===== config.mk =====
export PLATFORM = sky130hd
export DESIGN_NAME = arith_coder_encode
export DESIGN_NICKNAME = d
export VERILOG_FILES = /design/src/hw/rtl/ace_pkg.sv /design/src/hw/rtl/arith_coder_encode.sv /design/src/hw/rtl/ace_datapath.sv /design/src/hw/rtl/ace_ctrl.sv
export SDC_FILE = /design/constraint.sdc
export NUM_CORES = 2
export LEC_CHECK = 0
export BUFFER_PORTS_ARGS = -buffer_cell sky130_fd_sc_hd__buf_4
export CAP_MARGIN = 20
export CORE_MARGIN = 5
export CORE_UTILIZATION = 60
export CTS_CLUSTER_SIZE = 20
export DETAILED_ROUTE_END_ITERATION = 12
export GPL_ROUTABILITY_DRIVEN = 0
export PLACE_DENSITY = 0.79
export SLEW_MARGIN = 20
export SYNTH_ARGS = -nofsm -noshare
export SYNTH_HDL_FRONTEND = slang
export SYNTH_SLANG_ARGS = --single-unit

===== constraint.sdc =====
create_clock -name clk -period 9.62 [get_ports clk]
set_clock_uncertainty 0.05 [all_clocks]
set_input_delay 1.443 -clock clk [delete_from_list [all_inputs] [get_ports clk]]
set_output_delay 1.443 -clock clk [all_outputs]
set_load 0.03 [all_outputs]

===== src/hw/rtl/ace_pkg.sv =====
// Shared types and state encodings for the arithmetic encoder.
package ace_pkg;

  typedef enum logic [2:0] {
    ST_IDLE,
    ST_DIV,
    ST_NARROW,
    ST_RENORM,
    ST_FINAL
  } ace_state_t;

  // controller -> datapath
  typedef struct packed {
    logic load;        // capture input beat, start divisions
    logic div_step;    // one restoring-division step
    logic narrow;      // apply the new interval
    logic renorm;      // one renormalization step
    logic flush;       // build flush result and reset state
    logic marker;      // build marker result
    logic mark_last;   // set last_of_symbol on the held result
  } ace_cmd_t;

  // datapath -> controller
  typedef struct packed {
    logic div_done;
    logic renorm_emit;  // this renorm step emits a bit
    logic renorm_stop;  // no rule applies
    logic renorm_limit; // step budget used up
    logic eom;
  } ace_sts_t;

endpackage


===== src/hw/rtl/arith_coder_encode.sv =====
// Top level of the carry-free integer arithmetic encoder.
//
//   channel | ports                                          | dir
//   in      | in_valid in_stall in_cum_low in_cum_high       | sink
//           | in_total in_end_of_message                     |
//   out     | out_valid out_stall out_has_bit out_out_bit    | source
//           | out_follow_count out_last_of_symbol            |
//           | out_stream_done                                |
//
// One symbol passes through accept, the bit-serial divider (both quotients
// in parallel), narrowing, one renorm step after another plus a check that
// sees the loop end, the final state, and a release of each emitted bit past
// the first; an ending symbol that emitted bits also releases its last bit
// before the flush beat is built.
// Reset is synchronous active low; interval low=0, high=all ones.
// Each result beat stays in the output register until taken; out_stall
// freezes the sequencer only when a new beat has to be written.
// An emitted bit stays hidden in the result register until the next bit
// or the end of the symbol shows whether it carries last_of_symbol.
module arith_coder_encode import ace_pkg::*; #(
  parameter int PRECISION  = 32,
  parameter int COUNT_BITS = 16
) (
  input  logic                  clk,
  input  logic                  rst_n,
  input  logic                  in_valid,
  output logic                  in_stall,
  input  logic [COUNT_BITS-1:0] in_cum_low,
  input  logic [COUNT_BITS-1:0] in_cum_high,
  input  logic [COUNT_BITS-1:0] in_total,
  input  logic                  in_end_of_message,
  output logic                  out_valid,
  input  logic                  out_stall,
  output logic                  out_has_bit,
  output logic                  out_out_bit,
  output logic [31:0]           out_follow_count,
  output logic                  out_last_of_symbol,
  output logic                  out_stream_done
);

  ace_cmd_t cmd;
  ace_sts_t sts;

  ace_ctrl u_ctrl (
    .clk       (clk),
    .rst_n     (rst_n),
    .in_valid  (in_valid),
    .in_stall  (in_stall),
    .out_valid (out_valid),
    .out_stall (out_stall),
    .sts       (sts),
    .cmd       (cmd)
  );

  ace_datapath #(
    .PRECISION  (PRECISION),
    .COUNT_BITS (COUNT_BITS)
  ) u_dp (
    .clk               (clk),
    .rst_n             (rst_n),
    .cmd               (cmd),
    .sts               (sts),
    .in_cum_low        (in_cum_low),
    .in_cum_high       (in_cum_high),
    .in_total          (in_total),
    .in_end_of_message (in_end_of_message),
    .res_has_bit       (out_has_bit),
    .res_bit           (out_out_bit),
    .res_follow        (out_follow_count),
    .res_last          (out_last_of_symbol),
    .res_done          (out_stream_done)
  );

`ifndef ASSERT_OFF
  // a flush beat always ends its symbol and carries a bit
  a_done_last: assert property (@(posedge clk) disable iff (!rst_n)
    out_valid && out_stream_done |-> out_last_of_symbol && out_has_bit)
    else $error("flush beat malformed");
  // a marker beat carries no follow bits
  a_marker: assert property (@(posedge clk) disable iff (!rst_n)
    out_valid && !out_has_bit |-> out_follow_count == 32'd0)
    else $error("marker with follow count");
  // a held result is never overwritten
  a_hold: assert property (@(posedge clk) disable iff (!rst_n)
    out_valid && out_stall |=> $stable(out_follow_count) && $stable(out_out_bit))
    else $error("held beat changed");
`endif

endmodule


===== src/hw/rtl/ace_datapath.sv =====
// Interval registers, serial divider and renormalization step.
module ace_datapath import ace_pkg::*; #(
  parameter int PRECISION  = 32,
  parameter int COUNT_BITS = 16
) (
  input  logic                  clk,
  input  logic                  rst_n,
  input  ace_cmd_t              cmd,
  output ace_sts_t              sts,
  input  logic [COUNT_BITS-1:0] in_cum_low,
  input  logic [COUNT_BITS-1:0] in_cum_high,
  input  logic [COUNT_BITS-1:0] in_total,
  input  logic                  in_end_of_message,
  output logic                  res_has_bit,
  output logic                  res_bit,
  output logic [31:0]           res_follow,
  output logic                  res_last,
  output logic                  res_done
);

  localparam int P  = PRECISION;
  localparam int CB = COUNT_BITS;
  localparam int PW = P + CB;      // width of range*count
  localparam int IW = $clog2(PW + 1);
  localparam int RW = $clog2(P + 1);

  localparam logic [P-1:0] HALF   = {1'b1, {(P-1){1'b0}}};
  localparam logic [P-1:0] QUART  = {2'b01, {(P-2){1'b0}}};
  localparam logic [P-1:0] THREEQ = {2'b11, {(P-2){1'b0}}};

  logic [P-1:0]  low_r, high_r, low_nxt, high_nxt;
  logic [31:0]   pend_r, pend_nxt;
  logic [CB-1:0] t_r;
  logic          eom_r, valid_r;
  logic [PW-1:0] nh_r, nl_r;       // dividends, become quotients
  logic [CB:0]   rh_r, rl_r;       // partial remainders
  logic [IW-1:0] dcnt_r;
  logic [RW-1:0] rcnt_r;
  logic          has_r, bit_r, last_r, done_r;
  logic [31:0]   fol_r;

  // effective high: hi < lo collapses to lo
  logic [P-1:0] hi_eff;
  logic [P:0]   range_w;
  assign hi_eff  = (high_r < low_r) ? low_r : high_r;
  assign range_w = {1'b0, hi_eff} - {1'b0, low_r} + {{P{1'b0}}, 1'b1};

  // one restoring step for each quotient
  logic [CB+1:0] th, tl;
  assign th = {rh_r, nh_r[PW-1]} - {2'b0, t_r};
  assign tl = {rl_r, nl_r[PW-1]} - {2'b0, t_r};

  logic emit0, emit1, quart;
  assign emit0 = high_r < HALF;
  assign emit1 = !emit0 && (low_r >= HALF);
  assign quart = !emit0 && !emit1 && (low_r >= QUART) && (high_r < THREEQ);

  logic [31:0] pend_inc;
  assign pend_inc = (pend_r == 32'hFFFF_FFFF) ? pend_r : pend_r + 32'd1;

  logic [PW-1:0] hoff, loff;
  assign loff = nl_r;
  assign hoff = (nh_r <= nl_r) ? nl_r + {{(PW-1){1'b0}}, 1'b1} : nh_r;

  assign sts.div_done     = (dcnt_r == IW'(PW));
  assign sts.renorm_emit  = emit0 || emit1;
  assign sts.renorm_stop  = !(emit0 || emit1 || quart);
  assign sts.renorm_limit = (rcnt_r == RW'(P));
  assign sts.eom          = eom_r;

  always_comb begin
    low_nxt  = low_r;
    high_nxt = high_r;
    pend_nxt = pend_r;
    if (cmd.load) begin
      high_nxt = hi_eff;
    end else if (cmd.narrow) begin
      if (valid_r) begin
        high_nxt = low_r + P'(hoff) - {{(P-1){1'b0}}, 1'b1};
        low_nxt  = low_r + P'(loff);
      end
    end else if (cmd.renorm) begin
      if (emit1) begin
        low_nxt  = low_r - HALF;
        high_nxt = high_r - HALF;
      end else if (quart) begin
        low_nxt  = low_r - QUART;
        high_nxt = high_r - QUART;
        pend_nxt = pend_inc;
      end
      if (emit0 || emit1) pend_nxt = '0;
      high_nxt = {high_nxt[P-2:0], 1'b1};
      low_nxt  = {low_nxt[P-2:0], 1'b0};
    end else if (cmd.flush) begin
      low_nxt  = '0;
      high_nxt = '1;
      pend_nxt = '0;
    end
  end

  always_ff @(posedge clk) begin
    if (!rst_n) begin
      low_r  <= '0;
      high_r <= '1;
      pend_r <= '0;
    end else begin
      low_r  <= low_nxt;
      high_r <= high_nxt;
      pend_r <= pend_nxt;
    end
  end

  always_ff @(posedge clk) begin
    if (cmd.load) begin
      t_r     <= in_total;
      eom_r   <= in_end_of_message;
      valid_r <= (in_total != '0) && (in_cum_high != '0) &&
                 (in_cum_low < in_cum_high) && (in_cum_high <= in_total);
      // dividend = range * count, quotient built in place
      nh_r    <= PW'(range_w) * PW'(in_cum_high);
      nl_r    <= PW'(range_w) * PW'(in_cum_low);
      rh_r    <= '0;
      rl_r    <= '0;
      dcnt_r  <= '0;
      rcnt_r  <= '0;
    end else if (cmd.div_step) begin
      if (th[CB+1]) begin
        rh_r <= CB'(0) + {rh_r[CB-1:0], nh_r[PW-1]};
        nh_r <= {nh_r[PW-2:0], 1'b0};
      end else begin
        rh_r <= th[CB:0];
        nh_r <= {nh_r[PW-2:0], 1'b1};
      end
      if (tl[CB+1]) begin
        rl_r <= CB'(0) + {rl_r[CB-1:0], nl_r[PW-1]};
        nl_r <= {nl_r[PW-2:0], 1'b0};
      end else begin
        rl_r <= tl[CB:0];
        nl_r <= {nl_r[PW-2:0], 1'b1};
      end
      dcnt_r <= dcnt_r + IW'(1);
    end else if (cmd.renorm) begin
      rcnt_r <= rcnt_r + RW'(1);
    end
  end

  // result register
  always_ff @(posedge clk) begin
    if (cmd.renorm && (emit0 || emit1)) begin
      has_r  <= 1'b1;
      bit_r  <= emit1;
      fol_r  <= pend_r;
      last_r <= 1'b0;
      done_r <= 1'b0;
    end else if (cmd.flush) begin
      has_r  <= 1'b1;
      bit_r  <= low_r >= QUART;
      fol_r  <= pend_inc;
      last_r <= 1'b1;
      done_r <= 1'b1;
    end else if (cmd.marker) begin
      has_r  <= 1'b0;
      bit_r  <= 1'b0;
      fol_r  <= '0;
      last_r <= 1'b1;
      done_r <= 1'b0;
    end else if (cmd.mark_last) begin
      last_r <= 1'b1;
    end
  end

  assign res_has_bit = has_r;
  assign res_bit     = bit_r;
  assign res_follow  = fol_r;
  assign res_last    = last_r;
  assign res_done    = done_r;

endmodule


===== src/hw/rtl/ace_ctrl.sv =====
// Sequencing controller for the arithmetic encoder.
module ace_ctrl import ace_pkg::*; (
  input  logic     clk,
  input  logic     rst_n,
  input  logic     in_valid,
  output logic     in_stall,
  output logic     out_valid,
  input  logic     out_stall,
  input  ace_sts_t sts,
  output ace_cmd_t cmd
);

  ace_state_t state_r, state_nxt;
  logic       ov_r, ov_nxt;
  logic       hold_r, hold_nxt;   // result register holds an unreleased bit

  always_ff @(posedge clk) begin
    if (!rst_n) begin
      state_r <= ST_IDLE;
      ov_r    <= 1'b0;
      hold_r  <= 1'b0;
    end else begin
      state_r <= state_nxt;
      ov_r    <= ov_nxt;
      hold_r  <= hold_nxt;
    end
  end

  // a held result blocks anything that would overwrite it
  logic free;
  assign free = !ov_r || !out_stall;

  always_comb begin
    state_nxt = state_r;
    cmd       = '0;
    ov_nxt    = ov_r && out_stall;
    hold_nxt  = hold_r;
    in_stall  = 1'b1;
    case (state_r)
      ST_IDLE: begin
        in_stall = 1'b0;
        if (in_valid) begin
          cmd.load  = 1'b1;
          state_nxt = ST_DIV;
        end
      end
      ST_DIV: begin
        if (sts.div_done) state_nxt = ST_NARROW;
        else cmd.div_step = 1'b1;
      end
      ST_NARROW: begin
        cmd.narrow = 1'b1;
        state_nxt  = ST_RENORM;
      end
      ST_RENORM: begin
        if (sts.renorm_stop || sts.renorm_limit) begin
          state_nxt = ST_FINAL;
        end else if (sts.renorm_emit) begin
          if (hold_r) begin
            // another bit follows: the hidden one is not last, release it
            ov_nxt   = 1'b1;
            hold_nxt = 1'b0;
          end else if (free) begin
            cmd.renorm = 1'b1;
            hold_nxt   = 1'b1;
          end
        end else begin
          cmd.renorm = 1'b1;
        end
      end
      ST_FINAL: begin
        if (hold_r) begin
          // last emitted bit; it ends the symbol unless a flush beat follows
          if (!sts.eom) begin
            cmd.mark_last = 1'b1;
            state_nxt     = ST_IDLE;
          end
          ov_nxt   = 1'b1;
          hold_nxt = 1'b0;
        end else if (free) begin
          if (sts.eom) cmd.flush = 1'b1;
          else cmd.marker = 1'b1;
          ov_nxt    = 1'b1;
          state_nxt = ST_IDLE;
        end
      end
      default: state_nxt = ST_IDLE;
    endcase
  end

  assign out_valid = ov_r;

endmodule


## Word level (Yosys, flattened, before mapping)

Index checks and enable logic that the tools add are counted.

- Output and inout bits: 38
- Register bits: 297
- Bits of input ports: 53

- $mul: 2
- Muxes and demuxes: 71
- Add/sub/neg operators: 15
- Reductions and logical operators: 36
- Bitwise operators: 3
- Equal/unequal tests: 18
- Magnitude comparators: 8

Operator list:

| operator | count |
|---|---|
| $mux W32 | 19 |
| $mux W48 | 4 |
| $mux W31 | 4 |
| $mul A33 B16 Y48 | 2 |
| $add A32 B1 Y32 const B | 2 |
| $add A32 B32 Y32 | 2 |
| $lt A32 B32 Y1 const B | 2 |
| $sub A31 B1 Y31 const B | 2 |
| $sub A31 B31 Y31 const B | 2 |
| $le A48 B48 Y1 | 1 |
| $sub A18 B16 Y18 | 2 |
| $mux W17 | 2 |
| $add A33 B1 Y33 const B | 1 |
| $sub A32 B32 Y33 | 1 |
| $eq A32 B32 Y1 const B | 1 |
| $ge A32 B31 Y1 const B | 1 |
| $ge A32 B32 Y1 const B | 1 |
| $lt A32 B32 Y1 | 1 |
| $reduce_bool A16 Y1 | 2 |
| $sub A32 B1 Y32 const B | 1 |
| $mux W1 | 30 |
| $mux W3 | 7 |
| $le A16 B16 Y1 | 1 |
| $lt A16 B16 Y1 | 1 |
| other kinds (24) | 61 |

## Depth between registers and ports, before layout

- Depth in word-level cells: 15
- Mapped depth: 50

## Hierarchy

A second synthesis with hierarchy kept.

- Cells, all modules: 6,626
- Area, all modules: 56,701.9 sq um

By module, submodules not included:

| module | times used | cells an instance | area an instance (sq um) |
|---|---|---|---|
| ace_datapath | 1 | 6,578 | 56,359.1 |
| ace_ctrl | 1 | 48 | 342.8 |

## Least setup slack after synthesis

No wires, ideal clock.

- Kind: register to register
- Start point: register u_dp.low_r[7]
- End point: register u_dp.nl_r[47], in the netlist u_dp.loff[47], data pin
- Stages on the path, launching flop included: 47
- Clock period less this slack: 10.658 ns
- Arrival: 10.349 ns
- Setup time: 0.259 ns
- Path buffers: 4
- Path slack: -1.038 ns
- Cell sequence: dfxtp_1 -> inv_1 -> ha_1 -> or3_1 -> a21oi_1 -> o21ai_0 -> a21oi_1 -> a31o_2 -> clkbuf_1 -> buf_2 -> mux2i_1 -> ha_1 -> inv_1 -> ha_1 -> inv_1 -> fa_1 -> nor2b_1 -> o31a_1 -> [... 11 more ...] -> inv_1 -> fa_1 -> fa_1 -> fa_1 -> inv_1 -> fa_1 -> inv_1 -> ha_1 -> clkbuf_1 -> nand2_1 -> o211a_1 -> or3_1 -> o22a_1 -> a311o_1 -> a21oi_1 -> o22ai_1 -> and4_1 -> a211o_1

- Cells in the longest elaborated chain, start to end: 6

RTL lines:

| element | line | text |
|---|---|---|
| from (decl) | ace_datapath.sv:31 | `logic [P-1:0] low_r, high_r, low_nxt, high_nxt;` |
| from (signal assigned) | ace_datapath.sv:107 | `low_r <= low_nxt;` |
| $lt A32 B32 Y1 | ace_datapath.sv:45 | `assign hi_eff = (high_r < low_r) ? low_r : high_r;` |
| $mux W32 | ace_datapath.sv:45 |  |
| $sub A32 B32 Y33 (*) | ace_datapath.sv:46 | `assign range_w = {1'b0, hi_eff} - {1'b0, low_r} + {{P{1'b0}}, 1'b1};` |
| $add A33 B1 Y33 (*) | ace_datapath.sv:46 |  |
| $mul A33 B16 Y48 (*) | ace_datapath.sv:121 | `nl_r <= PW'(range_w) * PW'(in_cum_low);` |
| $mux W48 (*) | ace_datapath.sv:114 | `if (cmd.load) begin` |
| to (signal assigned) | ace_datapath.sv:121 |  |
| to (signal assigned) | ace_datapath.sv:136 | `nl_r <= {nl_r[PW-2:0], 1'b0};` |
| to (signal assigned) | ace_datapath.sv:139 | `nl_r <= {nl_r[PW-2:0], 1'b1};` |
| to (decl) | ace_datapath.sv:35 | `logic [PW-1:0] nh_r, nl_r;` |

Mark *: on every way between the ends. The rest lies on a longest branch, timed or not.
A chain may end at the register's enable or synchronous reset.

## Final worst setup path

- Start point: register u_dp.low_r[15]
- End point: register u_dp.nh_r[45], data pin

- Cells in the longest elaborated chain, start to end: 6

RTL lines:

| element | line | text |
|---|---|---|
| $lt A32 B32 Y1 | ace_datapath.sv:45 |  |
| $mux W32 | ace_datapath.sv:45 |  |
| $sub A32 B32 Y33 (*) | ace_datapath.sv:46 |  |
| $add A33 B1 Y33 (*) | ace_datapath.sv:46 |  |
| $mul A33 B16 Y48 (*) | ace_datapath.sv:120 | `nh_r <= PW'(range_w) * PW'(in_cum_high);` |
| $mux W48 (*) | ace_datapath.sv:114 |  |
| to (signal assigned) | ace_datapath.sv:120 |  |
| to (signal assigned) | ace_datapath.sv:129 | `nh_r <= {nh_r[PW-2:0], 1'b0};` |
| to (signal assigned) | ace_datapath.sv:132 | `nh_r <= {nh_r[PW-2:0], 1'b1};` |
| to (decl) | ace_datapath.sv:35 |  |

Marked as above.

==> results.py <==
metrics = {
    "sta": {
        "worst_slack_ns": -1.03,
        "period_needed_ns": 10.65,
        "period_share": 1.11,
        "tightest_slew_ns": 1.11,
        "grt_setup_unrepaired": "yes",
        "timing.max_slew.rel_slack": 0.261,
        "hold_vio_cnt_final": 0,
        "finalSetupViolations": 62,
        "slew_viol_final": 0,
        "maxClockFrequency_mhz": 93.9,
    },
    "global_route": {
        "grt_max_degree": 92,
        "first_pass_grt_wire_length_mm": 288,
        "antenna_found_initial": 5,
        "global_route.overflow_total": 0,
        "grt_pass1_vias": 55442,
        "grt_usage": 0.351,
    },
    "setup_path": {
        "cpPeakStageDelay_ns": 0.56,
        "critPathRequiredTime_ns": 9.87,
        "cp_data_arrival_time_ns": 10.91,
        "cp-end-kind": "flop",
        "startpoint_type": "flop",
        "critPathKind": "reg2reg",
        "r2r_start": "u_dp.low_r[15]$_SDFFE_PN0P_",
        "crit_slowest_cell": "sky130_fd_sc_hd__fa_1",
        "crit_fanout": 8,
        "critPathLaunch": "u_dp.low_r[15]$_SDFFE_PN0P_",
        "crit_path_frequent_cell": "sky130_fd_sc_hd__fa_1",
    },
    "synth": {
        "synthesis.area_per_instance_sq_um": 8.49,
        "yosys_most_used_dff": "sky130_fd_sc_hd__dfxtp_1",
        "synthesis.nets": 8156,
        "netlist-cell-type-count": 96,
        "synthCells": 6699,
        "mappedNetlistArea_sq_um": 56900,
        "synth-edff-count": 147,
        "postSynthRegisterBits": 297,
        "post_synthesis_async_set_or_reset_flop_share": 0,
        "ys.warnings.count": 0,
        "synth_seq_area_share": 0.130,
    },
    "layout": {
        "final.fill_count": 6357,
        "area_growth_pct": 20.4,
        "stdcell_area_sq_um": 68400,
        "final_net_count": 8682,
        "fraction_of_layout_instances_using_a_drive_strength_above_1": 0.201,
    },
    "clock_network": {
        "deepest_clock_path_buffer_count": 3,
        "htree_levels": 2,
        "cts.reportedPaths.clkPinSlew_ns": 0.06,
        "clock_latency_ns": 0.63,
        "clock-root-buffer": "sky130_fd_sc_hd__clkbuf_16",
        "cts_num_sinks": 297,
        "cts_tree": "built",
        "cts-buffers-inserted": 38,
    },
    "drt": {
        "ant_nets": 0,
        "via_count": 52834,
        "dr.first_iter.drc_count": 5721,
        "detailedRoute.firstPassIterationCount": 8,
        "detail_route.drc_violations": 0,
        "wl_per_cell_microns": 21.9,
        "vias_per_cell": 6.20,
        "detailed_route_wl_mm": 187,
    },
    "die": {
        "die_w_microns": 318,
        "die_height_microns": 318,
        "core_area_sq_um": 94600,
        "die-area_sq_um": 101000,
        "start_util": 0.601,
        "ioPinCount": 91,
        "placementRows": 113,
    },
    "place": {
        "detailed_place_hpwl_mm": 132,
        "numPortBuffers": 90,
        "dpl-instance-area_sq_um": 63500,
    },
    "min_path": {
        "hold_path.startpoint": "u_dp.rh_r[12]$_SDFFE_PP0P_",
        "worst_hold_path_type": "reg2reg",
    },
    "outcome": {
        "failed_checks": "negative setup slack",
        "run_status": "finished, violations left",
    },
    "flow_run": {
        "cap_viol_max_count": 0,
    },
}
per-layer routing:
layer	part of all wire	vias up	GRT usage
met5	0.00019	-	0
met4	0.095	6	0.256
met3	0.10	1133	0.0688
met2	0.46	3375	0.577
met1	0.34	25644	0.412
li1	-	22676	-
what timing repair did:
action | CTS | global route
resized for setup | 376 | 215
hold buffers | 0 | 0
buffers inserted | 70 | 47
setup endpoints to repair | 68 | 68
pin swaps | 215 | 174
cloned | 5 | 0
endpoints found under the hold margin | 0 | 0
state kept, by name, summed over array words and instances, names as in the netlist, 3 cells and up:
name,flops
u_dp.nh_r,48
u_dp.rh_r,17
u_dp.rcnt_r,6
u_dp.res_follow,32
u_dp.pend_r,32
u_ctrl.state_r,3
u_dp.rl_r,17
u_dp.loff,48
u_dp.dcnt_r,6
u_dp.low_r,32
u_dp.t_r,16
u_dp.high_r,32
worst max-delay path, delay by kind of cell (launching register included):
kind / cells / cell delay [ns]
AOI/OAI and AO/OA: 19 / 3.30
xor gates and xnor gates: 2 / 0.25
adders and majority gates: 11 / 4.24
buffers and inverters: 14 / 1.31
DFF: 1 / 0.34
muxes: 1 / 0.19
and+or+nand+nor: 5 / 0.65
layout make-up:
type | count | area (sq um) | share of cell area
tap | 1265 | 1580 | 0.0231
clock buffer | 48 | 1050 | 0.0153
multi-input combinational | 4904 | 46600 | 0.680
timing repair buffer | 829 | 7160 | 0.105
clock inverter | 22 | 295 | 0.00431
antenna | 2 | 5.00 | 0.0000731
sequential | 297 | 7440 | 0.109
inverter | 1155 | 4340 | 0.0634
synth_stat cells (9+ instances only):
library cell / count / share of area
sky130_fd_sc_hd__o2111ai_1: 9 / 0.0014
sky130_fd_sc_hd__nand2b_1: 43 / 0.0047
sky130_fd_sc_hd__clkbuf_1: 308 / 0.020
sky130_fd_sc_hd__a211oi_1: 52 / 0.0069
sky130_fd_sc_hd__or3_1: 25 / 0.0028
sky130_fd_sc_hd__nand4_1: 55 / 0.0061
sky130_fd_sc_hd__o31ai_1: 40 / 0.0053
sky130_fd_sc_hd__and4_1: 16 / 0.0025
sky130_fd_sc_hd__mux2_2: 31 / 0.0061
sky130_fd_sc_hd__buf_1: 11 / 0.00073
sky130_fd_sc_hd__o21ai_1: 22 / 0.0019
sky130_fd_sc_hd__nand2_1: 956 / 0.063
sky130_fd_sc_hd__o221ai_1: 30 / 0.0046
sky130_fd_sc_hd__ha_1: 537 / 0.12
sky130_fd_sc_hd__a31oi_1: 32 / 0.0035
sky130_fd_sc_hd__a221oi_1: 27 / 0.0042
sky130_fd_sc_hd__a21boi_0: 10 / 0.0013
sky130_fd_sc_hd__o21bai_1: 22 / 0.0029
sky130_fd_sc_hd__xnor2_1: 148 / 0.023
sky130_fd_sc_hd__and2_1: 380 / 0.042
sky130_fd_sc_hd__and3_1: 46 / 0.0051
sky130_fd_sc_hd__mux2i_1: 32 / 0.0056
sky130_fd_sc_hd__edfxtp_1: 147 / 0.078
sky130_fd_sc_hd__o21a_1: 31 / 0.0041
sky130_fd_sc_hd__nor4_1: 20 / 0.0022
sky130_fd_sc_hd__o211ai_1: 19 / 0.0025
sky130_fd_sc_hd__nor2b_1: 41 / 0.0045
sky130_fd_sc_hd__fa_1: 867 / 0.31
sky130_fd_sc_hd__buf_2: 22 / 0.0019
sky130_fd_sc_hd__nand3_1: 119 / 0.010
sky130_fd_sc_hd__o22ai_1: 17 / 0.0019
sky130_fd_sc_hd__dfxtp_1: 150 / 0.053
sky130_fd_sc_hd__a21o_1: 106 / 0.014
sky130_fd_sc_hd__o21ai_0: 322 / 0.028
sky130_fd_sc_hd__a21oi_1: 317 / 0.028
sky130_fd_sc_hd__xor2_1: 74 / 0.011
sky130_fd_sc_hd__nor3_1: 84 / 0.0074
sky130_fd_sc_hd__inv_1: 1154 / 0.076
sky130_fd_sc_hd__nor2_1: 226 / 0.015
cells by family after synthesis:
kind of cell,synth area share
AO/OA/AOI/OAI,0.129
XOR/XNOR,0.0342
adder cells (fa/ha/maj),0.423
buffers and inverters,0.0995
flip-flops,0.130
multiplexers,0.0118
AND/OR/NAND/NOR,0.172
through the flow:
step / setup TNS (ns) / instances / hold slack [ns] / setup WS, ns / util
after floorplan: -1.12 / 6699 / 0.394 / -0.257 / -
after global placement: -42.70 / 8335 / 0.407 / -0.973 / 0.672
after detailed placement: -54.83 / 8335 / 0.412 / -1.23 / 0.672
after CTS: -25.43 / 8477 / 0.421 / -0.749 / 0.711
after global routing: -60.50 / 8520 / 0.462 / -1.37 / 0.724
final: -43.19 / 8522 / 0.427 / -1.03 / 0.724
cell usage in the layout, fill, tap and decap left out, drive strengths merged, types with 25 or more instances in the layout:
| master | synthesis | routed |
|---|---|---|
| inv | 1155 | 1159 |
| nand2 | 956 | 956 |
| fa | 867 | 867 |
| buf | 34 | 829 |
| ha | 537 | 537 |
| and2 | 380 | 380 |
| o21ai | 346 | 346 |
| a21oi | 322 | 322 |
| nor2 | 229 | 229 |
| dfxtp | 150 | 150 |
| xnor2 | 148 | 148 |
| edfxtp | 147 | 147 |
| nand3 | 119 | 119 |
| a21o | 106 | 106 |
| nor3 | 86 | 86 |
| xor2 | 74 | 74 |
| nand4 | 56 | 56 |
| a211oi | 54 | 54 |
| clkbuf | 309 | 48 |
| and3 | 46 | 46 |
| nand2b | 43 | 43 |
| o31ai | 43 | 43 |
| nor2b | 41 | 41 |
| a31oi | 34 | 34 |
| mux2i | 32 | 32 |
| o21a | 31 | 31 |
| mux2 | 31 | 31 |
| o221ai | 30 | 30 |
| a221oi | 28 | 28 |
| or3 | 25 | 25 |
final timing paths:
kind                                     end  slack, ns  cells past startpoint
hold / removal    u_dp.rh_r[12]$_SDFFE_PP0P_       0.43                      2
setup reg to reg     u_dp.nh_r[45]$_DFFE_PP_      -1.03                     52
setup / recovery     u_dp.nh_r[45]$_DFFE_PP_      -1.03                     52
hold reg to reg   u_dp.rh_r[12]$_SDFFE_PP0P_       0.43                      2
Power is not shown: default switching activity piles up to over one toggle a cycle in this logic, so the estimate is an artifact.
